$ cat config.mk
export PLATFORM = sky130hd
export DESIGN_NAME = spt_table
export DESIGN_NICKNAME = d
export VERILOG_FILES = /design/src/hdl/spt_pkg.sv /design/src/hdl/spt_table.sv
export SDC_FILE = /design/constraint.sdc
export NUM_CORES = 2
export LEC_CHECK = 0
export BUFFER_PORTS_ARGS = -buffer_cell sky130_fd_sc_hd__buf_2
export CAP_MARGIN = 10
export CORE_MARGIN = 2
export CORE_UTILIZATION = 42
export CTS_BUF_LIST = sky130_fd_sc_hd__clkbuf_8
export CTS_CLUSTER_SIZE = 14
export DETAILED_ROUTE_END_ITERATION = 8
export MAX_ROUTING_LAYER = met4
export SLEW_MARGIN = 10
export SYNTH_ARGS = -nofsm -noshare
export SYNTH_HDL_FRONTEND = slang
export SYNTH_SLANG_ARGS = --single-unit
$ cat constraint.sdc
create_clock -name clk_i -period 1.8 [get_ports clk_i]
set_input_delay 0.36 -clock clk_i [delete_from_list [all_inputs] [get_ports clk_i]]
set_output_delay 0.36 -clock clk_i [all_outputs]
set_load 0.01 [all_outputs]
$ cat src/hdl/spt_pkg.sv
// ----------------------------------------------------------------------------
// spt_pkg: shared types and constants of the stride prefetch table
// Item structs, entry mode codes, state machine encodings and the write
// bundle that the back end hands to the entry table.
// ----------------------------------------------------------------------------
package spt_pkg;

  localparam int unsigned DefEntries = 16;
  localparam int unsigned QueueDepth = 2;
  localparam int unsigned AddrW      = 64;

  typedef enum logic [1:0] {
    MODE_INVALID  = 2'd0,
    MODE_TRAINING = 2'd1,
    MODE_ACTIVE   = 2'd2
  } spt_mode_e;

  typedef enum logic [1:0] {
    F_IDLE,
    F_WAIT,
    F_SCAN
  } spt_fstate_e;

  typedef enum logic {
    B_IDLE,
    B_EXEC
  } spt_bstate_e;

  typedef struct packed {
    logic [AddrW-1:0] instr_addr;
    logic [AddrW-1:0] data_addr;
    logic [AddrW-1:0] timestamp;
  } spt_req_t;

  typedef struct packed {
    logic             prefetch_valid;
    logic [AddrW-1:0] prefetch_addr;
    logic             stride_hit;
    logic             entry_dropped;
  } spt_res_t;

  // Tag and last-use time share one memory word.
  typedef struct packed {
    logic [AddrW-1:0] tag;
    logic [AddrW-1:0] last_use;
  } spt_tag_use_t;

  // Last address and stride share another.
  typedef struct packed {
    logic [AddrW-1:0] last_addr;
    logic [AddrW-1:0] stride;
  } spt_addr_stride_t;

  typedef struct packed {
    logic             tu_we;
    logic             ls_we;
    logic             mode_we;
    spt_mode_e        mode;
    spt_tag_use_t     tag_use;
    spt_addr_stride_t addr_stride;
  } spt_wr_t;

endpackage

$ cat src/hdl/spt_table.sv
// ----------------------------------------------------------------------------
// spt_table: entry storage
// Tag/last-use memory read by the front-end sweep, last-address/stride
// memory read by the back end, and the per-entry mode flops.
// ----------------------------------------------------------------------------
module spt_table #(
  parameter int unsigned ENTRIES = spt_pkg::DefEntries,
  localparam int unsigned IW = (ENTRIES > 1) ? $clog2(ENTRIES) : 1
) (
  input  logic                      clk_i,
  input  logic                      rst_ni,
  input  logic                      f_rd_en_i,
  input  logic [IW-1:0]             f_rd_idx_i,
  output spt_pkg::spt_tag_use_t     f_tag_use_o,
  input  logic                      b_rd_en_i,
  input  logic [IW-1:0]             b_rd_idx_i,
  output spt_pkg::spt_addr_stride_t b_addr_stride_o,
  input  logic [IW-1:0]             wr_idx_i,
  input  spt_pkg::spt_wr_t          wr_i,
  output spt_pkg::spt_mode_e        mode_o [ENTRIES]
);
  import spt_pkg::*;

  spt_tag_use_t     tu_mem     [ENTRIES];
  spt_addr_stride_t ls_mem     [ENTRIES];
  spt_tag_use_t     tu_rd_q;
  spt_addr_stride_t ls_rd_q;
  spt_mode_e        mode_q     [ENTRIES];

  always_ff @(posedge clk_i) begin
    if (wr_i.tu_we) begin
      tu_mem[wr_idx_i] <= wr_i.tag_use;
    end
    if (f_rd_en_i) begin
      tu_rd_q <= tu_mem[f_rd_idx_i];
    end
  end

  always_ff @(posedge clk_i) begin
    if (wr_i.ls_we) begin
      ls_mem[wr_idx_i] <= wr_i.addr_stride;
    end
    if (b_rd_en_i) begin
      ls_rd_q <= ls_mem[b_rd_idx_i];
    end
  end

  // Mode flops reset to invalid, so the data memories need no clearing.
  always_ff @(posedge clk_i or negedge rst_ni) begin
    if (!rst_ni) begin
      for (int i = 0; i < ENTRIES; i++) begin
        mode_q[i] <= MODE_INVALID;
      end
    end else if (wr_i.mode_we) begin
      mode_q[wr_idx_i] <= wr_i.mode;
    end
  end

  assign f_tag_use_o     = tu_rd_q;
  assign b_addr_stride_o = ls_rd_q;
  assign mode_o          = mode_q;

endmodule

==> reports/qor.txt <==
DRT antenna net count -> 0
DRC -> 0
CTS Sinks -> 4,384
Pint -> 160 mW
total grt overflow -> 0
largest area contributor in the netlist -> edfxtp_1
critical path capture point type -> output pin
PnR worst setup slack -> -675 ps
FF-to-FF path depth -> 4
area growth from synthesis to layout -> 22.4%
Slew @ Worst Pin -> 624 ps
Worst-path clk slew -> 60 ps
Boundary Pins -> 565
via count -> 78,500
Final Non-Filler Cells -> 14,400
mean post-synth cell area -> 25.6 um2
initial antenna violation count -> 105
Die X-Extent -> 627 um
status -> finished, violations left
Pins Over Slew Limit -> 0
Synth Register Bits -> 4,384
Worst VDD drop -> 0.764 mV
hold_sp -> wr_i[136]
DR vias/cell -> 5.45
CTS tree -> done
Initial Util -> 0.423
FF-to-FF End -> f_tag_use_o[81]$_DFFE_PP_
Slew headroom -> 0.582
Max Cap Viol -> 0
fin crit share -> 1.37
ranking of synthesized cells by area -> edfxtp_1, mux4_2, mux2i_1, dfrtp_1, a211oi_1
total placed cells including tap cells -> 12,700
Post-Syn Area -> 0.163 mm2
RSZ-0062 raised after global routing -> yes
first-pass GRT wire length -> 589,000 um
Final Net Count -> 8,861
Switching Fraction -> 0.228
top cell type's share of synthesized area -> 0.801
logic gate share of total power -> 0.063
crit path launch -> f_tag_use_o[112]$_DFFE_PP_
DR WL/cell -> 28.6 um
WL final -> 412,000 um
Reg power frac -> 0.561
share of layout cells above drive strength 1 -> 0.389
sequential area share after synthesis -> 0.805
Pre-antenna DRT Iters -> 5
final setup skew -> 66.8 ps
WHS Path Cells -> 2
die height -> 627 um
CP max stage delay -> 720 ps
Synthesis Warnings -> 0
Core Box Area -> 0.386 mm2
iteration-0 DRC count of the detailed router -> 7,476
Final HPWL DP -> 261,000 um
worst reg2reg setup slack -> 90 ps
worst endpoint required time -> 1440 ps
H-tree depth -> 6
final-report hold violation count -> 0
largest net degree at the start of global routing -> 54
Num CTS Buffers -> 698
Tot Pwr -> 207 mW
Post-Synthesis Cells -> 6,388
Total GRT Usage -> 0.213
LEAKAGE -> 66.0 nW
Worst-Skew Late Latency -> 1190 ps
Routability Congestion -> 0.801
num rows -> 228
failing checks -> negative setup slack
Crit Path Category -> flop to output pin
Worst setup SP type -> flop
Setup TNS -> -90,170 ps
crit-path max FO -> 4
Root Driver -> clkbuf_8
Netlist cell types -> 23
Fmax -> 404 MHz
WP buf/inv -> 1
switching pwr -> 47.1 mW
post-layout util -> 0.518
worst setup slack before clock tree synthesis -> -609 ps
critical path arrival -> 2110 ps
syn nets -> 6,665
full die area -> 0.394 mm2
P per Cell Area -> 1040 mW/mm2
Worst Hold End -> tu_mem[8][8]$_DFFE_PP_
critical register-to-register path startpoint -> tu_mem[3][81]$_DFFE_PP_
min Tclk post-route -> 2470 ps
vias in the first global route -> 82,700
clock network power share -> 0.376
Max Root-Sink Buffers -> 4
Port-buffer cells -> 564
CP max stage cell -> edfxtp_1
Worst Hold Class -> input pin to flop
Top Family by Delay on Critical Path -> flip-flops
final setup vio count -> 289
worst path cell trace -> buf_2
[power by group through the flow]
stage | registers (mW) | logic [mW] | clock network, mW
after floorplan | 118 | 5.91 | 0
after global placement | 118 | 12.0 | 0
after detailed placement | 118 | 12.3 | 0
after CTS | 116 | 13.3 | 79.7
after global routing | 116 | 14.0 | 84.0
final | 116 | 13.2 | 77.8
[metrics by stage]
step | cell area [um2] | hold WS [ps]
after global placement | 183000 | 418
after floorplan | 164000 | 64.4
final | 200000 | 133
after detailed placement | 183000 | 452
after global routing | 200000 | 44.0
after CTS | 200000 | 0.341
[cell usage after synthesis]
master	instances
edfxtp_1	4352
mux4_2	1173
buf_2	123
clkbuf_1	116
mux2i_1	112
a21oi_1	91
nor2b_1	90
a211oi_1	86
buf_4	46
buf_1	33
and3_1	32
dfrtp_1	32
mux2_2	32
nand3_1	16
o221ai_1	14
buf_6	13
nand2_1	12
o22ai_1	7
a31oi_1	2
and2_1	2
nor2_1	2
clkinv_1	1
nand2b_1	1
[cells in the final DEF, fill, tap and decap left out, drive strengths merged]
master           n
and3            32
o22ai            7
a31oi            2
clkbuf         713
edfxtp        4352
a21oi           91
dfrtp           32
nor2             2
clkinv         270
mux4          1173
nand2           12
bufinv          10
nand2b           1
nand3           16
o221ai          14
mux2i          112
clkinvlp         8
dlygate4sd3    366
a211oi          86
nor2b           90
buf           1458
inv            250
diode           81
dlymetal6s4s     1
mux2            32
and2             2
[repair_timing]
action,4_1_cts,5_1_grt
setup buffers,1,5
endpoints found under the hold margin,5940,23
hold buffers,370,1
cloned,0,1
resized for setup,96,23
endpoints found under the setup margin,288,426
[per-layer routing]
metal	track usage	vias to the layer above	share of wire
met5	-	-	0
met4	0.0677	0	0.034
met3	0.0406	720	0.069
met2	0.346	2945	0.50
met1	0.274	42300	0.40
li1	-	32500	-
[registers in the layout, summed over array words and instances (netlist names)]
| register | flops |
|---|---|
| ls_mem | 2048 |
| tu_mem | 2048 |
| b_addr_stride_o | 128 |
| f_tag_use_o | 128 |
| mode_o | 32 |
[cell type report]
class / count / area (um2)
Antenna cell: 81 / 203
Clock buffer: 711 / 9790
Clock inverter: 537 / 2810
Fill cell: 30000 / 186000
Inverter: 1 / 11.3
Multi-Input combinational cell: 1672 / 30300
Sequential cell: 4384 / 131000
Tap cell: 5175 / 6470
Timing Repair Buffer: 1827 / 18800
[cell families (layout without fill, tap and decap cells)]
logic type,after synthesis,in the layout,synth area share
flip-flops,4384,4384,0.805
multiplexers,1317,1317,0.171
buffers and inverters,332,3076,0.0102
AO/OA/AOI/OAI,200,200,0.00784
AND/OR/NAND/NOR,155,155,0.00560
other,0,81,0
[how the worst max path moves through the flow]
stage / to / slack, ps / cells after the start
after floorplan: ls_mem[10][0]$_DFFE_PP_ / -280 / 3
after global placement: b_addr_stride_o[70]$_DFFE_PP_ / -630 / 7
after detailed placement: b_addr_stride_o[91]$_DFFE_PP_ / -610 / 5
after CTS: f_tag_use_o[112] / -820 / 1
after global routing: f_tag_use_o[112] / -770 / 1
final: f_tag_use_o[112] / -670 / 1
Power figures use the tool's default switching activity.
