File: config.mk
export PLATFORM = sky130hd
export DESIGN_NAME = spt_front
export DESIGN_NICKNAME = d
export VERILOG_FILES = /design/src/hdl/spt_pkg.sv /design/src/hdl/spt_front.sv
export SDC_FILE = /design/constraint.sdc
export NUM_CORES = 1
export LEC_CHECK = 0
export BUFFER_PORTS_ARGS = -buffer_cell sky130_fd_sc_hd__buf_2
export CORE_AREA = 5 5 215 217
export CTS_CLUSTER_DIAMETER = 50
export DETAILED_ROUTE_END_ITERATION = 10
export DIE_AREA = 0 0 220 222
export GPL_TIMING_DRIVEN = 0
export PLACE_DENSITY = 0.6
export SLEW_MARGIN = 25
export SYNTH_ARGS = -nofsm -noshare
export SYNTH_HDL_FRONTEND = slang
export SYNTH_SLANG_ARGS = --single-unit
File: constraint.sdc
create_clock -name clk_i -period 7.4 [get_ports clk_i]
set_input_delay 0.37 -clock clk_i [delete_from_list [all_inputs] [get_ports clk_i]]
set_output_delay 0.37 -clock clk_i [all_outputs]
set_load 0.02 [all_outputs]
File: src/hdl/spt_pkg.sv
// ----------------------------------------------------------------------------
// spt_pkg: shared types and constants of the stride prefetch table
// Item structs, entry mode codes, state machine encodings and the write
// bundle that the back end hands to the entry table.
// ----------------------------------------------------------------------------
package spt_pkg;

  localparam int unsigned DefEntries = 16;
  localparam int unsigned QueueDepth = 2;
  localparam int unsigned AddrW      = 64;

  typedef enum logic [1:0] {
    MODE_INVALID  = 2'd0,
    MODE_TRAINING = 2'd1,
    MODE_ACTIVE   = 2'd2
  } spt_mode_e;

  typedef enum logic [1:0] {
    F_IDLE,
    F_WAIT,
    F_SCAN
  } spt_fstate_e;

  typedef enum logic {
    B_IDLE,
    B_EXEC
  } spt_bstate_e;

  typedef struct packed {
    logic [AddrW-1:0] instr_addr;
    logic [AddrW-1:0] data_addr;
    logic [AddrW-1:0] timestamp;
  } spt_req_t;

  typedef struct packed {
    logic             prefetch_valid;
    logic [AddrW-1:0] prefetch_addr;
    logic             stride_hit;
    logic             entry_dropped;
  } spt_res_t;

  // Tag and last-use time share one memory word.
  typedef struct packed {
    logic [AddrW-1:0] tag;
    logic [AddrW-1:0] last_use;
  } spt_tag_use_t;

  // Last address and stride share another.
  typedef struct packed {
    logic [AddrW-1:0] last_addr;
    logic [AddrW-1:0] stride;
  } spt_addr_stride_t;

  typedef struct packed {
    logic             tu_we;
    logic             ls_we;
    logic             mode_we;
    spt_mode_e        mode;
    spt_tag_use_t     tag_use;
    spt_addr_stride_t addr_stride;
  } spt_wr_t;

endpackage

File: src/hdl/spt_front.sv
// ----------------------------------------------------------------------------
// spt_front: item intake and entry selection
// Holds one item, sweeps the table one entry per cycle once the back end is
// quiet, and queues the item with its chosen entry and match flag.
// ----------------------------------------------------------------------------
module spt_front #(
  parameter int unsigned ENTRIES = spt_pkg::DefEntries,
  localparam int unsigned IW   = (ENTRIES > 1) ? $clog2(ENTRIES) : 1,
  localparam int unsigned JobW = 1 + IW + $bits(spt_pkg::spt_req_t)
) (
  input  logic                  clk_i,
  input  logic                  rst_ni,
  input  logic                  start_i,
  output logic                  busy_o,
  input  spt_pkg::spt_req_t     req_i,
  input  logic                  quiet_i,
  input  spt_pkg::spt_mode_e    mode_i [ENTRIES],
  output logic                  rd_en_o,
  output logic [IW-1:0]         rd_idx_o,
  input  spt_pkg::spt_tag_use_t tag_use_i,
  output logic                  push_o,
  output logic [JobW-1:0]       job_o
);
  import spt_pkg::*;

  localparam int unsigned CW = $clog2(ENTRIES + 1);

  spt_fstate_e      state_q, state_d;
  spt_req_t         req_q, req_d;
  logic [CW-1:0]    cnt_q, cnt_d;
  logic [CW-1:0]    cnt_m1;
  logic [IW-1:0]    eval_idx;
  logic             eval_valid;
  logic             match_q, match_d;
  logic [IW-1:0]    match_idx_q, match_idx_d;
  logic             free_q, free_d;
  logic [IW-1:0]    free_idx_q, free_idx_d;
  logic [IW-1:0]    old_idx_q, old_idx_d;
  logic [AddrW-1:0] old_use_q, old_use_d;
  logic [IW-1:0]    pick_idx;

  assign cnt_m1     = cnt_q - 1'b1;
  assign eval_idx   = cnt_m1[IW-1:0];
  assign eval_valid = (mode_i[eval_idx] != MODE_INVALID);

  always_comb begin
    state_d     = state_q;
    req_d       = req_q;
    cnt_d       = cnt_q;
    match_d     = match_q;
    match_idx_d = match_idx_q;
    free_d      = free_q;
    free_idx_d  = free_idx_q;
    old_idx_d   = old_idx_q;
    old_use_d   = old_use_q;
    rd_en_o     = 1'b0;
    push_o      = 1'b0;
    busy_o      = (state_q != F_IDLE);

    case (state_q)
      F_IDLE: begin
        if (start_i) begin
          req_d   = req_i;
          state_d = F_WAIT;
        end
      end
      F_WAIT: begin
        // Hold until every earlier item has written the table.
        if (quiet_i) begin
          cnt_d   = '0;
          match_d = 1'b0;
          free_d  = 1'b0;
          state_d = F_SCAN;
        end
      end
      F_SCAN: begin
        rd_en_o = (cnt_q != CW'(ENTRIES));
        cnt_d   = cnt_q + 1'b1;
        if (cnt_q != '0) begin
          if (cnt_q == CW'(1)) begin
            old_idx_d = '0;
            old_use_d = tag_use_i.last_use;
          end else if (!match_q && eval_valid && tag_use_i.last_use < old_use_q) begin
            old_idx_d = eval_idx;
            old_use_d = tag_use_i.last_use;
          end
          if (!match_q && eval_valid && tag_use_i.tag == req_q.instr_addr) begin
            match_d     = 1'b1;
            match_idx_d = eval_idx;
          end
          if (!eval_valid && !free_q) begin
            free_d     = 1'b1;
            free_idx_d = eval_idx;
          end
        end
        if (cnt_q == CW'(ENTRIES)) begin
          push_o  = 1'b1;
          state_d = F_IDLE;
        end
      end
      default: begin
        state_d = F_IDLE;
      end
    endcase
  end

  // Matching entry wins, then the first free one, then the oldest.
  assign pick_idx = match_d ? match_idx_d : (free_d ? free_idx_d : old_idx_d);
  assign rd_idx_o = cnt_q[IW-1:0];
  assign job_o    = {match_d, pick_idx, req_q};

  always_ff @(posedge clk_i or negedge rst_ni) begin
    if (!rst_ni) begin
      state_q <= F_IDLE;
      cnt_q   <= '0;
      match_q <= 1'b0;
      free_q  <= 1'b0;
    end else begin
      state_q <= state_d;
      cnt_q   <= cnt_d;
      match_q <= match_d;
      free_q  <= free_d;
    end
  end

  always_ff @(posedge clk_i) begin
    req_q       <= req_d;
    match_idx_q <= match_idx_d;
    free_idx_q  <= free_idx_d;
    old_idx_q   <= old_idx_d;
    old_use_q   <= old_use_d;
  end

endmodule

==> flow_metrics.py, run 1 <==
metrics = {
    "outcome": {
        "status": "finished, final reports clean",
    },
    "clocking": {
        "htree_levels": 2,
        "clockBufferDepth": 3,
        "cts.clk_slew.worst_paths_ps": 60,
        "clock_sinks": 277,
        "cts_tree": "done",
        "cts.repair.resized": 0,
        "post_cts_buffers": 0,
        "cts-buffers-inserted": 40,
        "cts_root_buf": "clkbuf_16",
        "clock_latency_ps": 540,
        "postCtsHoldBufs": 246,
    },
    "grt": {
        "grt_pass1_vias": 10590,
        "grt_max_degree": 56,
        "grt_use_total": 0.1768,
        "grt_pass1_wl_um": 64490,
        "antenna_found_initial": 21,
        "gr-total-overflow": 0,
    },
    "floorplan": {
        "dieArea_mm2": 0.04884,
        "io_pins": 560,
        "die_w_um": 220,
        "initial_utilization": 0.2617,
        "core_mm2": 0.04393,
        "rows": 77,
        "die_h_um": 222,
    },
    "logic_synthesis": {
        "synth.distinct_cells": 60,
        "yosys_most_used_dff": "edfxtp_1",
        "synth_top_family_by_area": "adder cells",
        "synth_nets": 1168,
        "synth_area_mm2": 0.01150,
        "ys_ff_latch": 277,
        "synthTopCellsByArea": "edfxtp_1 67%, ha_1 7.7%, xnor2_1 4.2%",
        "synth.mux.area_fraction": 0.009468,
        "synth_top_area_share": 0.6686,
        "synthXorXnorAreaFrac": 0.05028,
        "synth_edf_count": 256,
        "ys_warn_count": 0,
        "synth_simple_gate_area_frac": 0.06323,
        "synth.avg_cell_area_um2": 15.52,
        "syn-instance-count": 741,
        "ys_async_sr_fraction": 0.03249,
        "synth-seq-area-share": 0.7091,
        "synth_top_area_cell": "edfxtp_1",
        "synthAdderAreaFrac": 0.07727,
        "synth_compound_gate_area_share": 0.05561,
    },
    "timing": {
        "max_slew_margin": 0.3776,
        "drv_slew": 0,
        "max_freq_mhz": 208.2,
        "setup_viol": 0,
        "fin_crit_sh": 0.6490,
        "worst_pin_slew_ps": 931.8,
        "rsz0062_at_grt": "no",
        "min_period_ps": 4802,
        "finClkSkew_ps": 19.74,
        "setup_tns_ps": 0,
        "hold_viol": 0,
    },
    "place": {
        "routabilityCongestion": 0.8638,
        "placement.io_buffers": 559,
        "placed_area_mm2": 0.01517,
        "hpwlAfterDp_um": 34150,
        "dp.cells": 1897,
    },
    "power_and_ir_drop": {
        "p_leak_uw": 0.008156,
        "peakVddDrop_uv": 240.6,
        "pwr_density_cell_mw_per_mm2": 294.4,
        "finalPower_uw": 5581,
    },
    "run": {
        "drv_cap": 0,
    },
    "finish": {
        "fill_cells": 4020,
        "final_common_cell": "buf_2",
        "syn2layout_area_growth_pct": 64.88,
        "mostFrequentLayoutCells": "560 x buf_2, 256 x edfxtp_1, 246 x dlygate4sd3_1",
        "drive_gt1_frac": 0.4028,
        "final_nets": 2020,
        "final_area_mm2": 0.01896,
        "layout.cells.non_filler": 2230,
    },
    "routing": {
        "vias": 9699,
        "drt-initial-drc-count": 437,
        "drt-vias-per-instance": 4.349,
        "dr.pass1.iters": 5,
        "avgRoutedWirePerCell_um": 20.12,
        "remaining_drc_errors": 0,
        "ant_nets": 0,
        "drt_wl_total_um": 44870,
    },
    "critical_path": {
        "crit_fanout": 7,
        "arrival_ps": 4430,
        "crit_type": "input port to primary output",
        "endpoint_kind": "primary output",
        "worst_setup_path_start_kind": "input port",
        "worstPathRequired_ps": 7030,
    },
    "min_path": {
        "hp-class": "input port to flip-flop",
    },
}
[registers in the layout (all words and copies together), names as in the netlist]
signal / count
cnt_q: 5
free_idx_q: 4
free_q: 1
job_o: 192
match_idx_q: 4
match_q: 1
old_idx_q: 4
old_use_q: 64
state_q: 2
[path summary, 6_finish.rpt]
| check | depth (start not counted) | startpoint | slack, ps | end |
|---|---|---|---|---|
| min in group asynchronous | 2 | rst_ni | 220 | match_q$_DFF_PN0_ |
| setup reg to reg | 13 | cnt_q[0]$_DFFE_PN0P_ | 3470 | old_use_q[23]$_DFFE_PP_ |
| hold / removal | 1 | req_i[88] | 50 | job_o[88]$_DFFE_PP_ |
| hold reg to reg | 2 | free_idx_q[1]$_DFF_P_ | 470 | free_idx_q[1]$_DFF_P_ |
| setup / recovery | 11 | tag_use_i[1] | 2600 | job_o[193] |
| max in group asynchronous | 2 | rst_ni | 6990 | free_q$_DFF_PN0_ |
[cells by family (layout without fill, tap and decap cells)]
family / count (synthesis) / in the layout
and+or+nand+nor: 133 / 133
xor gates and xnor gates: 66 / 66
muxes: 9 / 9
AOI/OAI and AO/OA: 93 / 93
adders and majority gates: 71 / 71
DFF: 277 / 277
other: 0 / 17
buffers and inverters: 92 / 972
[cell usage after synthesis (4+ instances only)]
| master | instances |
|---|---|
| a2111oi_0 | 5 |
| a21o_1 | 4 |
| a21oi_1 | 25 |
| a221oi_1 | 7 |
| and4_1 | 5 |
| buf_4 | 5 |
| dfrtp_1 | 9 |
| dfxtp_1 | 12 |
| edfxtp_1 | 256 |
| ha_1 | 71 |
| inv_1 | 79 |
| nand2_1 | 28 |
| nand2b_1 | 5 |
| nand3_1 | 10 |
| nand4_1 | 25 |
| nor2_1 | 19 |
| nor3_1 | 15 |
| nor4_1 | 7 |
| o211ai_1 | 4 |
| o21ai_0 | 16 |
| o22ai_1 | 5 |
| o31ai_1 | 5 |
| xnor2_1 | 55 |
| xor2_1 | 11 |
[report_power, final]
group | switching [µW] | internal [µW] | total [µW]
registers | 139 | 2070 | 2210
clock network | 738 | 1100 | 1840
logic | 944 | 590 | 1530
[stage by stage]
step / setup WS, ps / hold slack, ps / util
after global placement: -144.0 / 235.3 / 0.3422
after global routing: 2228 / 3.856 / 0.4312
final: 2598 / 45.43 / 0.4315
after CTS: 2374 / 2.065 / 0.4305
after detailed placement: 2969 / 235.8 / 0.3453
after floorplan: 1810 / 74.41 / -
[critical path, stage by stage]
cell           delay [ps]
dlygate4sd3_1         540
buf_2                 130
ha_1                  270
a2111oi_0             420
o311ai_0              230
a2111o_1              460
a2111oi_2             810
o2111ai_1             450
or2_2                 390
a21oi_1               130
buf_2                 210
[final cells by class]
type	instances	area, µm²	share of cell area
Clock inverter	22	197.7	0.01043
Clock buffer	48	1084	0.05716
Inverter	79	299.0	0.01577
Sequential cell	277	8153	0.4301
Timing Repair Buffer	810	5390	0.2843
Antenna cell	17	42.54	0.002244
Multi-Input combinational cell	372	2944	0.1553
Tap cell	592	740.7	0.03907
Buffer	13	106.4	0.005610
[layer usage]
| metal | track usage | wire [µm] | vias up |
|---|---|---|---|
| li1 | - | - | 4512 |
| met1 | 0.1924 | 16320 | 4704 |
| met2 | 0.3152 | 23020 | 395 |
| met3 | 0.06391 | 3909 | 86 |
| met4 | 0.06281 | 1609 | 2 |
| met5 | 0 | 13 | - |
Note: power is estimated with default switching activity, not from simulation.
==> run 2: changes to the inputs <==
PLACE_DENSITY = 0.62   (was 0.6)
clock period = 4.4 ns   (was 7.4 ns; I/O delays follow)
==> flow_metrics.py, run 2 (same netlist as run 1, synthesis figures left out) <==
metrics = {
    "outcome": {
        "status": "finished, final reports clean",
    },
    "timing": {
        "worst_pin_slew_ps": 795.5,
        "drv_slew": 0,
        "min_period_ps": 4215,
        "max_slew_margin": 0.4629,
        "max_freq_mhz": 237.2,
        "setup_viol": 0,
        "hold_viol": 0,
        "finClkSkew_ps": 24.66,
        "fin_crit_sh": 0.9580,
        "layout_setup_ws_ps": 185.0,
    },
    "grt": {
        "grt_max_degree": 57,
        "grt_use_total": 0.1883,
        "grt_pass1_vias": 10910,
        "grt_pass1_wl_um": 68610,
        "gr-total-overflow": 0,
        "antenna_found_initial": 25,
    },
    "finish": {
        "syn2layout_area_growth_pct": 66.57,
        "fill_cells": 3990,
        "final_common_cell": "buf_2",
        "mostFrequentLayoutCells": "560 x buf_2, 257 x dlygate4sd3_1, 256 x edfxtp_1",
        "drive_gt1_frac": 0.4077,
        "largest_reg_flops": 192,
        "final_nets": 2034,
        "final_area_mm2": 0.01915,
    },
    "routing": {
        "remaining_drc_errors": 0,
        "drt-vias-per-instance": 4.396,
        "vias": 9847,
        "drt_wl_total_um": 47680,
        "drt-initial-drc-count": 501,
        "dr.pass1.iters": 5,
        "ant_nets": 0,
        "avgRoutedWirePerCell_um": 21.28,
    },
    "run": {
        "drv_cap": 0,
    },
    "critical_path": {
        "arrival_ps": 4000,
        "cp_top_family": "simple AND/OR/NAND/NOR gates",
        "crit_cells": 13,
        "worstRegToRegCells": 12,
        "worstPathRequired_ps": 4180,
        "crit_fanout": 10,
        "crit_buf_inv": 5,
        "slowest_delay_ps": 720,
        "crit_type": "flip-flop to primary output",
        "worst_setup_path_start_kind": "flip-flop",
        "crit_path_top_delay_cell": "or4_2",
        "crit_top_cell": "clkbuf_8",
        "path_cells": "buf_6, clkbuf_8, clkinvlp_4, ha_4, clkbuf_8, a2111oi_1, o211ai_1, and4_4, or4_2, and2_2, o22ai_1, a21oi_1, buf_2",
        "endpoint_kind": "primary output",
    },
    "clocking": {
        "cts.clk_slew.worst_paths_ps": 50,
        "htree_levels": 2,
        "clockBufferDepth": 3,
        "cts_root_buf": "clkbuf_16",
        "clock_latency_ps": 560,
        "cts-buffers-inserted": 40,
        "clock_sinks": 277,
        "cts_tree": "done",
    },
    "place": {
        "place_ws_ps": 52.56,
        "placed_area_mm2": 0.01516,
        "routabilityCongestion": 0.8602,
        "placement.io_buffers": 559,
        "hpwlAfterDp_um": 35710,
    },
    "floorplan": {
        "die_h_um": 222,
        "dieArea_mm2": 0.04884,
        "die_w_um": 220,
        "core_mm2": 0.04393,
        "rows": 77,
        "initial_utilization": 0.2617,
        "io_pins": 560,
    },
    "min_path": {
        "hp-class": "input port to asynchronous set/reset pin",
    },
    "power_and_ir_drop": {
        "peakVddDrop_uv": 429.8,
        "p_leak_uw": 0.008220,
        "pwr_density_cell_mw_per_mm2": 497.8,
    },
}
-- run 2: area by class of cell --
cell class,count,area (µm²),area share
Sequential cell,277,8154,0.4258
Timing Repair Buffer,825,5510,0.2877
Multi-Input combinational cell,372,3019,0.1577
Clock buffer,47,1049,0.05475
Tap cell,592,740.7,0.03868
Inverter,79,302.8,0.01581
Clock inverter,24,242.7,0.01267
Buffer,12,102.6,0.005357
Antenna cell,12,30.03,0.001568
-- run 2: path summary, 6_finish.rpt --
check / to / slack [ps] / startpoint
max: job_o[194] / 180 / cnt_q[0]$_DFFE_PN0P_
min: free_q$_DFF_PN0_ / 90 / rst_ni
max reg2reg: old_use_q[22]$_DFFE_PP_ / 760 / old_use_q[1]$_DFFE_PP_
min reg2reg: match_idx_q[1]$_DFF_P_ / 470 / match_idx_q[1]$_DFF_P_
max in group asynchronous: cnt_q[0]$_DFFE_PN0P_ / 4100 / rst_ni
min in group clk_i: state_q[0]$_DFFE_PN0P_ / 180 / start_i
-- run 2: routing by layer --
metal	vias to the layer above	share of wire	global-route usage
met2	436	0.52	0.3358
met3	111	0.083	0.06186
li1	4539	-	-
met5	-	0.00094	0
met4	8	0.032	0.07288
met1	4753	0.36	0.2061
-- run 2: where the power goes --
group / switching [µW] / internal (µW)
logic: 1630 / 1030
clock network: 1280 / 1860
registers: 243 / 3490
-- run 2: what timing repair did --
item	in CTS	in global routing
endpoints found under the setup margin	5	5
resized for setup	11	4
hold endpoints to repair	265	0
hold buffers	257	0
setup buffers	2	3
pin swaps	4	2
-- run 2: through the flow --
stage                     setup TNS, ps  hold WS, ps  utilization  total power (µW)  instances
after floorplan                       0       -75.59            -              5151        741
after global placement           -89820        85.96       0.3423              6131       1892
after detailed placement              0        90.73       0.3450              6174       1896
after CTS                             0        32.37       0.4344              9599       2225
after global routing             -24.33        86.46       0.4359              9980       2239
final                                 0        87.21       0.4359              9534       2240
