--- src/hdl/spt_pkg.sv ---
// ----------------------------------------------------------------------------
// spt_pkg: shared types and constants of the stride prefetch table
// Item structs, entry mode codes, state machine encodings and the write
// bundle that the back end hands to the entry table.
// ----------------------------------------------------------------------------
package spt_pkg;

  localparam int unsigned DefEntries = 16;
  localparam int unsigned QueueDepth = 2;
  localparam int unsigned AddrW      = 64;

  typedef enum logic [1:0] {
    MODE_INVALID  = 2'd0,
    MODE_TRAINING = 2'd1,
    MODE_ACTIVE   = 2'd2
  } spt_mode_e;

  typedef enum logic [1:0] {
    F_IDLE,
    F_WAIT,
    F_SCAN
  } spt_fstate_e;

  typedef enum logic {
    B_IDLE,
    B_EXEC
  } spt_bstate_e;

  typedef struct packed {
    logic [AddrW-1:0] instr_addr;
    logic [AddrW-1:0] data_addr;
    logic [AddrW-1:0] timestamp;
  } spt_req_t;

  typedef struct packed {
    logic             prefetch_valid;
    logic [AddrW-1:0] prefetch_addr;
    logic             stride_hit;
    logic             entry_dropped;
  } spt_res_t;

  // Tag and last-use time share one memory word.
  typedef struct packed {
    logic [AddrW-1:0] tag;
    logic [AddrW-1:0] last_use;
  } spt_tag_use_t;

  // Last address and stride share another.
  typedef struct packed {
    logic [AddrW-1:0] last_addr;
    logic [AddrW-1:0] stride;
  } spt_addr_stride_t;

  typedef struct packed {
    logic             tu_we;
    logic             ls_we;
    logic             mode_we;
    spt_mode_e        mode;
    spt_tag_use_t     tag_use;
    spt_addr_stride_t addr_stride;
  } spt_wr_t;

endpackage

--- src/hdl/spt_fifo.sv ---
// ----------------------------------------------------------------------------
// spt_fifo: job queue between front end and back end
// Small register queue; holds classified items until the back end takes them.
// ----------------------------------------------------------------------------
module spt_fifo #(
  parameter int unsigned DataW = 1
) (
  input  logic             clk_i,
  input  logic             rst_ni,
  input  logic             push_i,
  input  logic [DataW-1:0] data_i,
  input  logic             pop_i,
  output logic [DataW-1:0] data_o,
  output logic             empty_o
);
  import spt_pkg::*;

  localparam int unsigned PtrW = (QueueDepth > 1) ? $clog2(QueueDepth) : 1;
  localparam int unsigned CntW = $clog2(QueueDepth + 1);

  logic [DataW-1:0] slot_q [QueueDepth];
  logic [PtrW-1:0]  wr_ptr_q, wr_ptr_d;
  logic [PtrW-1:0]  rd_ptr_q, rd_ptr_d;
  logic [CntW-1:0]  count_q, count_d;

  always_comb begin
    wr_ptr_d = wr_ptr_q;
    rd_ptr_d = rd_ptr_q;
    count_d  = count_q;
    if (push_i) begin
      wr_ptr_d = (wr_ptr_q == PtrW'(QueueDepth - 1)) ? '0 : wr_ptr_q + 1'b1;
    end
    if (pop_i) begin
      rd_ptr_d = (rd_ptr_q == PtrW'(QueueDepth - 1)) ? '0 : rd_ptr_q + 1'b1;
    end
    if (push_i && !pop_i) begin
      count_d = count_q + 1'b1;
    end else if (!push_i && pop_i) begin
      count_d = count_q - 1'b1;
    end
  end

  always_ff @(posedge clk_i or negedge rst_ni) begin
    if (!rst_ni) begin
      wr_ptr_q <= '0;
      rd_ptr_q <= '0;
      count_q  <= '0;
    end else begin
      wr_ptr_q <= wr_ptr_d;
      rd_ptr_q <= rd_ptr_d;
      count_q  <= count_d;
    end
  end

  always_ff @(posedge clk_i) begin
    if (push_i) begin
      slot_q[wr_ptr_q] <= data_i;
    end
  end

  assign data_o  = slot_q[rd_ptr_q];
  assign empty_o = (count_q == '0);

`ifndef ASSERT_OFF
  a_no_overflow: assert property (@(posedge clk_i) disable iff (!rst_ni)
    push_i |-> (count_q != CntW'(QueueDepth) || pop_i))
    else $error("job queue overflow");
`endif

endmodule

--- config.mk ---
export PLATFORM = sky130hd
export DESIGN_NAME = spt_fifo
export DESIGN_NICKNAME = d
export VERILOG_FILES = /design/src/hdl/spt_pkg.sv /design/src/hdl/spt_fifo.sv
export SDC_FILE = /design/constraint.sdc
export NUM_CORES = 1
export LEC_CHECK = 0
export BUFFER_PORTS_ARGS = -buffer_cell sky130_fd_sc_hd__buf_2
export CORE_AREA = 2 2 39 41
export DETAILED_ROUTE_END_ITERATION = 10
export DIE_AREA = 0 0 41 43
export HOLD_SLACK_MARGIN = 0.1
export PLACE_DENSITY = 0.41
export SLEW_MARGIN = 0
export SYNTH_ARGS = -nofsm -noshare
export SYNTH_HDL_FRONTEND = slang
export SYNTH_SLANG_ARGS = --single-unit
--- constraint.sdc ---
create_clock -name clk_i -period 1.3 [get_ports clk_i]
set_clock_uncertainty 0.1 [all_clocks]
set_input_delay 0.195 -clock clk_i [delete_from_list [all_inputs] [get_ports clk_i]]
set_output_delay 0.195 -clock clk_i [all_outputs]
set_load 0.01 [all_outputs]
==> impl_results.html, run 1 <==
<table>
<tr><th>Metric</th><th>Value</th></tr>
<tr><th colspan="2">Run</th></tr>
<tr><td>Number of violations of the max-capacitance limit</td><td>0</td></tr>
<tr><th colspan="2">Synth</th></tr>
<tr><td>Syn Nets</td><td>24</td></tr>
<tr><td>Ranking of synthesized cells by area</td><td>dfrtp_1 40%, edfxtp_1 24%, xor2_1 14%</td></tr>
<tr><td>Top cell type's share of synthesized area</td><td>between 30 and 40%</td></tr>
<tr><td>Synth async-reset ratio</td><td>approximately two thirds</td></tr>
<tr><td>Sequential share of the synthesized area</td><td>63.7%</td></tr>
<tr><td>Top_reg_cell synth</td><td>dfrtp_1</td></tr>
<tr><td>Cell taking the most area after synthesis</td><td>dfrtp_1</td></tr>
<tr><td>Gate Count Post-Synth</td><td>18</td></tr>
<tr><td>Synth unique cells</td><td>10</td></tr>
<tr><td>Mean cell area of the mapped netlist</td><td>roughly 14 um2</td></tr>
<tr><td>Top cells by instance count after synthesis</td><td>4 x dfrtp_1, 4 x xor2_1, 2 x edfxtp_1, 2 x nor2_1</td></tr>
<tr><td>Netlist area before placement</td><td>~250 um2</td></tr>
<tr><td>Warnings, synthesis</td><td>0</td></tr>
<tr><td>Register bit total from synthesis</td><td>6</td></tr>
<tr><td>Count of flip-flops with a built-in enable after synthesis</td><td>2</td></tr>
<tr><th colspan="2">Outcome</th></tr>
<tr><td>Violations in the final reports</td><td>negative setup slack</td></tr>
<tr><td>Run status</td><td>complete, but fails checks</td></tr>
<tr><th colspan="2">Setup path</th></tr>
<tr><td>Setup slack, reg-to-reg</td><td>slightly below 0.3 ns</td></tr>
<tr><td>Critical path arrival</td><td>about 1.1 ns</td></tr>
<tr><td>Series of cell instances along the critical path</td><td>mux2_4 &gt; buf_6</td></tr>
<tr><td>Biggest fanout along the worst timing path</td><td>2</td></tr>
<tr><td>Required time of the worst setup path</td><td>1.00 ns</td></tr>
<tr><td>Largest stage delay, worst path</td><td>between 0.3 and 0.4 ns</td></tr>
<tr><td>Cell type of the slowest stage on the worst timing path</td><td>dfrtp_1</td></tr>
<tr><td>Worst setup EP type</td><td>primary output</td></tr>
<tr><td>Classification of the worst setup path</td><td>register to primary output</td></tr>
<tr><td>CP Launch Type</td><td>register</td></tr>
<tr><th colspan="2">Detailed routing</th></tr>
<tr><td>Post-route DRC</td><td>0</td></tr>
<tr><td>Iteration count of the initial detailed-routing pass</td><td>1</td></tr>
<tr><td>Via count of the routed design</td><td>around 170</td></tr>
<tr><td>Routed length per placed instance</td><td>around 8.7 um</td></tr>
<tr><td>Avg Vias per Cell</td><td>3.39</td></tr>
<tr><td>Violation count after the first detailed-route iteration</td><td>0</td></tr>
<tr><td>Antenna viol nets, final</td><td>0</td></tr>
<tr><td>Sum of routed wire length over all layers</td><td>about 430 um</td></tr>
<tr><th colspan="2">Power and ir drop</th></tr>
<tr><td>Overall power consumption</td><td>~750 uW</td></tr>
<tr><td>Power density over the cells</td><td>~1900 mW/mm2</td></tr>
<tr><td>Sequential share of power</td><td>44.8%</td></tr>
<tr><td>Internal portion of total power</td><td>between 500 and 600 uW</td></tr>
<tr><td>Standby leakage power</td><td>around 0.18 nW</td></tr>
<tr><td>Comb power frac</td><td>30.6%</td></tr>
<tr><td>Maximum vdd drop</td><td>roughly 540 uV</td></tr>
<tr><td>Clk pwr share</td><td>24.6%</td></tr>
<tr><td>Proportion of total power due to net switching</td><td>between 20% and 30%</td></tr>
<tr><td>Switching Power</td><td>about 210 uW</td></tr>
<tr><th colspan="2">STA</th></tr>
<tr><td>Count of final setup violators</td><td>1</td></tr>
<tr><td>Setup ws final</td><td>-0.0443 ns</td></tr>
<tr><td>Setup repair after global routing missed its margin</td><td>true</td></tr>
<tr><td>Fmax achieved</td><td>roughly 740 MHz</td></tr>
<tr><td>Post-route fraction of the period consumed by the critical path</td><td>103%</td></tr>
<tr><td>Number of pins exceeding their max-slew limit in the final report</td><td>0</td></tr>
<tr><td>Period minus WS final</td><td>around 1.3 ns</td></tr>
<tr><td>Transition time at the pin with the least slew margin</td><td>roughly 0.13 ns</td></tr>
<tr><td>Final hold vios</td><td>0</td></tr>
<tr><td>Final TNS setup</td><td>-0.0443 ns</td></tr>
<tr><td>Smallest hold slack</td><td>roughly 0.19 ns</td></tr>
<tr><td>Normalized max-slew margin</td><td>between 90% and 100%</td></tr>
<tr><th colspan="2">Floorplanning</th></tr>
<tr><td>Number of I/O pins</td><td>7</td></tr>
<tr><td>Die Height</td><td>approximately 43 um</td></tr>
<tr><td>Rows</td><td>14</td></tr>
<tr><td>Starting Density</td><td>between 10% and 20%</td></tr>
<tr><td>Die Footprint</td><td>about 0.0018 mm2</td></tr>
<tr><td>Die span in x</td><td>41 um</td></tr>
<tr><td>Core Region</td><td>around 0.0014 mm2</td></tr>
<tr><th colspan="2">GRT</th></tr>
<tr><td>Number of antenna violations at the first check in global routing</td><td>0</td></tr>
<tr><td>Wire length of the first global-routing pass</td><td>a little under 700 um</td></tr>
<tr><td>Via count of the first global-routing pass</td><td>between 150 and 200</td></tr>
<tr><td>Total routing usage reported by global routing</td><td>under 10%</td></tr>
<tr><td>Pin count of the biggest net entering global routing</td><td>5</td></tr>
<tr><td>GR Overflow Total</td><td>0</td></tr>
<tr><th colspan="2">CTS</th></tr>
<tr><td>Clock tree from TritonCTS</td><td>built</td></tr>
<tr><td>Worst-skew pair later-pin latency</td><td>around 0.24 ns</td></tr>
<tr><td>Maximum level of the CTS H-tree</td><td>1</td></tr>
<tr><td>Sink count of the clock tree</td><td>6</td></tr>
<tr><td>Cell at the root of the clock tree</td><td>clkbuf_4</td></tr>
<tr><td>Number of buffers created by CTS</td><td>3</td></tr>
<tr><td>Clock transition at path regs</td><td>roughly 0.05 ns</td></tr>
<tr><td>Clock Tree Buf Depth</td><td>2</td></tr>
<tr><th colspan="2">Finish</th></tr>
<tr><td>Filler cell count</td><td>150</td></tr>
<tr><td>Ant diodes</td><td>0</td></tr>
<tr><td>Final layout net count</td><td>40</td></tr>
<tr><td>Fraction of final layout cells sized beyond drive strength 1</td><td>between 30 and 40%</td></tr>
<tr><td>Footprint of the flip-flops and latches</td><td>between 150 and 200 um2</td></tr>
<tr><td>Number of non-filler instances in the completed layout</td><td>a little under 50</td></tr>
<tr><td>Total area of multi-input combinational cells</td><td>between 90 and 100 um2</td></tr>
<tr><td>Utilization of the core after routing</td><td>between 20 and 30%</td></tr>
<tr><td>Area added between synthesis and finish</td><td>53.2%</td></tr>
<tr><td>Cell area after layout</td><td>a little under 400 um2</td></tr>
<tr><th colspan="2">Placed design</th></tr>
<tr><td>Port Buffers</td><td>6</td></tr>
<tr><td>Placer's final routability congestion estimate</td><td>0.676</td></tr>
<tr><td>Post-DP Area</td><td>roughly 300 um2</td></tr>
<tr><td>Placed cell count</td><td>40</td></tr>
<tr><td>Post-placement worst setup slack</td><td>between 0.15 and 0.2 ns</td></tr>
<tr><th colspan="2">Hold path</th></tr>
<tr><td>Worst hold path type</td><td>input pin to asynchronous set/reset pin</td></tr>
</table>
area by class of cell:
class / count / share of cell area (%)
Clock buffer: 4 / 6.82
Timing Repair Buffer: 11 / 21.8
Tap cell: 16 / 5.19
Sequential cell: 6 / 41.6
Inverter: 1 / 0.974
Multi-Input combinational cell: 11 / 23.7
state kept, by name, summed over array words and instances, names as in the netlist:
signal and flops:
count_q 2, rd_ptr_q 1, slot_q 2, wr_ptr_q 1
worst max-delay path, delay by kind of cell, from the launching register on:
kind | cells | cell delay [ns]
flip-flops | 1 | 0.39
multiplexers | 1 | 0.30
buffers and inverters | 1 | 0.12
power groups by stage:
stage / Sequential, mW / Clock, mW / Combinational (mW)
global route: 0.345 / 0.203 / 0.250
global placement: 0.333 / 0 / 0.166
finish: 0.335 / 0.183 / 0.228
detailed placement: 0.339 / 0 / 0.171
floorplan: 0.325 / 0 / 0.121
CTS: 0.336 / 0.195 / 0.233
path summary, 6_finish.rpt:
check,endpoint,from,depth (start not counted)
worst max-delay path,data_o,rd_ptr_q,2
worst min-delay path,wr_ptr_q,rst_ni,2
min in group clk_i,slot_q[1],push_i,2
worst min register to register,count_q[1],count_q[1],1
max in group asynchronous,rd_ptr_q,rst_ni,2
worst max register to register,count_q[1],count_q[0],3
layout by cell type (no fill, tap or decap), drive strengths merged:
cell / n
and2: 1
buf: 7
clkbuf: 4
dfrtp: 4
dlygate4sd3: 4
edfxtp: 2
ha: 1
inv: 1
mux2: 1
nor2: 2
nor2b: 1
xnor2: 1
xor2: 4
metal layers:
| layer | vias up | routed length, um | GRT usage, % | part of all wire, % |
|---|---|---|---|---|
| met4 | 0 | 0 | 10.0 | 0 |
| met1 | 73 | 216 | 8.55 | 51 |
| met3 | 0 | 33 | 3.66 | 7.7 |
| li1 | 88 | - | - | - |
| met5 | - | 0 | 0 | 0 |
| met2 | 5 | 177 | 6.25 | 41 |
cells by family after synthesis:
group	after synthesis	synth area share, %
XOR/XNOR	5	17.4
AND/OR/NAND/NOR	4	7.96
flip-flops	6	63.7
adder cells (fa/ha/maj)	1	4.97
buffers and inverters	1	1.49
multiplexers	1	4.48
what timing repair did:
action	in CTS	in global routing
pin swaps	0	0
setup buffers	1	0
setup endpoints to repair	1	1
resized for setup	2	0
hold buffers	4	0
endpoints found under the hold margin	8	0
(Power assumes the default switching activity.)
==> run 2: changes to the inputs <==
==> constraint.sdc (replaced) <==
create_clock -name clk_i -period 1.3 [get_ports clk_i]
set_clock_uncertainty 0.1 [all_clocks]
set_input_delay 0.26 -clock clk_i [delete_from_list [all_inputs] [get_ports clk_i]]
set_output_delay 0.26 -clock clk_i [all_outputs]
set_load 0.01 [all_outputs]
==> impl_results.html, run 2 (synthesis results as in run 1) <==
<table>
<tr><th>Metric</th><th>Value</th></tr>
<tr><th colspan="2">Outcome</th></tr>
<tr><td>Run status</td><td>complete, but fails checks (unchanged)</td></tr>
<tr><td>Violations in the final reports</td><td>negative setup slack (unchanged)</td></tr>
<tr><th colspan="2">Detailed routing</th></tr>
<tr><td>Violation count after the first detailed-route iteration</td><td>0 (unchanged)</td></tr>
<tr><td>Antenna viol nets, final</td><td>0 (unchanged)</td></tr>
<tr><td>Sum of routed wire length over all layers</td><td>405 um (was 427 um)</td></tr>
<tr><td>Avg Vias per Cell</td><td>3.38 (was 3.39)</td></tr>
<tr><td>Via count of the routed design</td><td>159 (was 166)</td></tr>
<tr><td>Iteration count of the initial detailed-routing pass</td><td>1 (unchanged)</td></tr>
<tr><td>Post-route DRC</td><td>0 (unchanged)</td></tr>
<tr><td>Routed length per placed instance</td><td>8.62 um (was 8.71 um)</td></tr>
<tr><th colspan="2">Setup path</th></tr>
<tr><td>Origin of the worst setup path</td><td>rd_ptr_q (unchanged)</td></tr>
<tr><td>Required time of the worst setup path</td><td>0.94 ns (was 1.00 ns)</td></tr>
<tr><td>Biggest fanout along the worst timing path</td><td>2 (unchanged)</td></tr>
<tr><td>Worst setup EP type</td><td>primary output (unchanged)</td></tr>
<tr><td>Setup slack, reg-to-reg</td><td>0.29 ns (about the same)</td></tr>
<tr><td>Classification of the worst setup path</td><td>register to primary output (unchanged)</td></tr>
<tr><td>Bufs and invs on worst path</td><td>1 (unchanged)</td></tr>
<tr><td>FF-to-FF Start</td><td>count_q[0] (unchanged)</td></tr>
<tr><td>Critical path arrival</td><td>1.05 ns (about the same)</td></tr>
<tr><td>Series of cell instances along the critical path</td><td>mux2_4 &gt; buf_6 (unchanged)</td></tr>
<tr><td>Worst reg2reg path endpoint</td><td>count_q[1] (unchanged)</td></tr>
<tr><td>Cell type of the slowest stage on the worst timing path</td><td>dfrtp_1 (unchanged)</td></tr>
<tr><td>Kind of cell adding the most delay to the critical path</td><td>flip-flops (unchanged)</td></tr>
<tr><td>Largest stage delay, worst path</td><td>0.39 ns (about the same)</td></tr>
<tr><td>Worst Reg2Reg Path Length in Cells</td><td>3 (unchanged)</td></tr>
<tr><td>Critical path depth</td><td>2 (unchanged)</td></tr>
<tr><td>CP Launch Type</td><td>register (unchanged)</td></tr>
<tr><th colspan="2">CTS</th></tr>
<tr><td>Worst-skew pair later-pin latency</td><td>0.24 ns (about the same)</td></tr>
<tr><td>Number of buffers created by CTS</td><td>3 (unchanged)</td></tr>
<tr><td>Sink count of the clock tree</td><td>6 (unchanged)</td></tr>
<tr><td>Clock tree from TritonCTS</td><td>built (unchanged)</td></tr>
<tr><td>Clock Tree Buf Depth</td><td>2 (unchanged)</td></tr>
<tr><td>Maximum level of the CTS H-tree</td><td>1 (unchanged)</td></tr>
<tr><td>Clock transition at path regs</td><td>0.04 ns (was 0.05 ns)</td></tr>
<tr><td>Cell at the root of the clock tree</td><td>clkbuf_4 (unchanged)</td></tr>
<tr><th colspan="2">GRT</th></tr>
<tr><td>GR Overflow Total</td><td>0 (unchanged)</td></tr>
<tr><td>Total routing usage reported by global routing</td><td>6.67% (was 6.88%)</td></tr>
<tr><td>Wire length of the first global-routing pass</td><td>662 um (was 690 um)</td></tr>
<tr><td>Via count of the first global-routing pass</td><td>154 (was 158)</td></tr>
<tr><td>Pin count of the biggest net entering global routing</td><td>5 (unchanged)</td></tr>
<tr><td>Number of antenna violations at the first check in global routing</td><td>0 (unchanged)</td></tr>
<tr><th colspan="2">STA</th></tr>
<tr><td>Transition time at the pin with the least slew margin</td><td>0.134 ns (unchanged)</td></tr>
<tr><td>Setup repair after global routing missed its margin</td><td>true (unchanged)</td></tr>
<tr><td>Final hold vios</td><td>0 (unchanged)</td></tr>
<tr><td>Setup ws final</td><td>-0.109 ns (was -0.0443 ns)</td></tr>
<tr><td>Period minus WS final</td><td>1.41 ns (was 1.34 ns)</td></tr>
<tr><td>Count of final setup violators</td><td>1 (unchanged)</td></tr>
<tr><td>Final TNS setup</td><td>-0.109 ns (was -0.0443 ns)</td></tr>
<tr><td>Normalized max-slew margin</td><td>91.0% (unchanged)</td></tr>
<tr><td>Post-route fraction of the period consumed by the critical path</td><td>108% (was 103%)</td></tr>
<tr><td>Fmax achieved</td><td>710 MHz (was 744 MHz)</td></tr>
<tr><td>Number of pins exceeding their max-slew limit in the final report</td><td>0 (unchanged)</td></tr>
<tr><th colspan="2">Power and ir drop</th></tr>
<tr><td>Overall power consumption</td><td>743 uW (was 746 uW)</td></tr>
<tr><td>Power density over the cells</td><td>2030 mW/mm2 (was 1940 mW/mm2)</td></tr>
<tr><td>Standby leakage power</td><td>0.171 nW (was 0.179 nW)</td></tr>
<tr><td>Maximum vdd drop</td><td>535 uV (about the same)</td></tr>
<tr><th colspan="2">Hold path</th></tr>
<tr><td>Worst hold path endpoint</td><td>rd_ptr_q</td></tr>
<tr><td>Worst hold path type</td><td>input pin to register (was input pin to asynchronous set/reset pin)</td></tr>
<tr><td>Worst hold path startpoint</td><td>pop_i</td></tr>
<tr><td>Number of cells traversed by the worst hold path</td><td>2</td></tr>
<tr><th colspan="2">Floorplanning</th></tr>
<tr><td>Rows</td><td>14 (unchanged)</td></tr>
<tr><td>Die Footprint</td><td>0.00176 mm2 (unchanged)</td></tr>
<tr><td>Die Height</td><td>43 um (unchanged)</td></tr>
<tr><td>Starting Density</td><td>18.2% (unchanged)</td></tr>
<tr><td>Die span in x</td><td>41 um (unchanged)</td></tr>
<tr><td>Number of I/O pins</td><td>7 (unchanged)</td></tr>
<tr><td>Core Region</td><td>0.00138 mm2 (unchanged)</td></tr>
<tr><th colspan="2">Finish</th></tr>
<tr><td>Fraction of final layout cells sized beyond drive strength 1</td><td>35.5% (was 33.3%)</td></tr>
<tr><td>Area added between synthesis and finish</td><td>45.3% (was 53.2%)</td></tr>
<tr><td>Cell area after layout</td><td>365 um2 (was 385 um2)</td></tr>
<tr><td>Most common library cell in the layout ignoring fill and taps</td><td>buf_2 (unchanged)</td></tr>
<tr><td>Final layout net count</td><td>38 (was 40)</td></tr>
<tr><td>Most frequent cells in the layout</td><td>5 x buf_2, 4 x xor2_1, 4 x dfrtp_1 (was 5 x buf_2, 4 x xor2_1, 4 x dfrtp_1, 4 x dlygate4sd3_1, 3 x clkbuf_4)</td></tr>
<tr><td>Filler cell count</td><td>149 (was 150)</td></tr>
<tr><td>Registers with the highest flip-flop counts</td><td>count_q: 2 flops, slot_q: 2 flops (unchanged)</td></tr>
<tr><td>Ant diodes</td><td>0 (unchanged)</td></tr>
<tr><td>Number of non-filler instances in the completed layout</td><td>47 (was 49)</td></tr>
<tr><th colspan="2">Placed design</th></tr>
<tr><td>Post-DP Area</td><td>302 um2 (unchanged)</td></tr>
<tr><td>Post-placement worst setup slack</td><td>0.111 ns (was 0.176 ns)</td></tr>
<tr><td>Placer's final routability congestion estimate</td><td>0.676 (unchanged)</td></tr>
<tr><td>Port Buffers</td><td>6 (unchanged)</td></tr>
<tr><td>Placed cell count</td><td>40 (unchanged)</td></tr>
<tr><th colspan="2">Run</th></tr>
<tr><td>Number of violations of the max-capacitance limit</td><td>0 (unchanged)</td></tr>
</table>
==> run 2: cell types whose count changed in the layout (fill, tap and decap cells not counted), sizes merged <==
cell,change
dlygate4sd3,-2
==> run 2: cell type report <==
type	instances	area (um2)	share of cell area (%)
tap	16	20.0	5.48
timing repair buffer	9	63.8	17.5
sequential	6	160	43.8
clock buffer	4	26.3	7.19
multi-input combinational	11	91.3	25.0
inverter	1	3.75	1.03
==> run 2: per-stage QoR <==
step | util (%) | hold WS, ns
global placement | 21.8 | -0.0288
detailed placement | 21.8 | -0.0274
CTS | 26.4 | 0.124
floorplan | - | -0.136
global route | 26.4 | 0.127
finish | 26.4 | 0.127
==> run 2: worst max path at each step <==
stage,end,slack (ns)
2_1_floorplan,data_o,0.24
3_3_place_gp,data_o,0.13
3_5_place_dp,data_o,0.11
4_1_cts,data_o,-0.13
5_1_grt,data_o,-0.16
6_report,data_o,-0.11
==> run 2: per-layer routing <==
layer	part of all wire (%)	GRT usage [%]
met1	49	7.89
met2	43	6.25
met3	8.1	3.66
met4	0	10.0
met5	0	0
==> run 2: timing repair <==
item / CTS / global route
gates resized for setup: 2 / 0
hold buffers: 2 / 0
hold endpoints to repair: 6 / 0
setup endpoints to repair: 1 / 1
setup buffers: 1 / 0
pin swaps: 0 / 0
==> run 2: report_power, final <==
| part | internal (mW) | switching [mW] | total (mW) |
|---|---|---|---|
| registers | 0.277 | 0.0592 | 0.336 |
| logic | 0.139 | 0.0843 | 0.223 |
| clock network | 0.116 | 0.0675 | 0.184 |
| total | 0.532 | 0.211 | 0.743 |
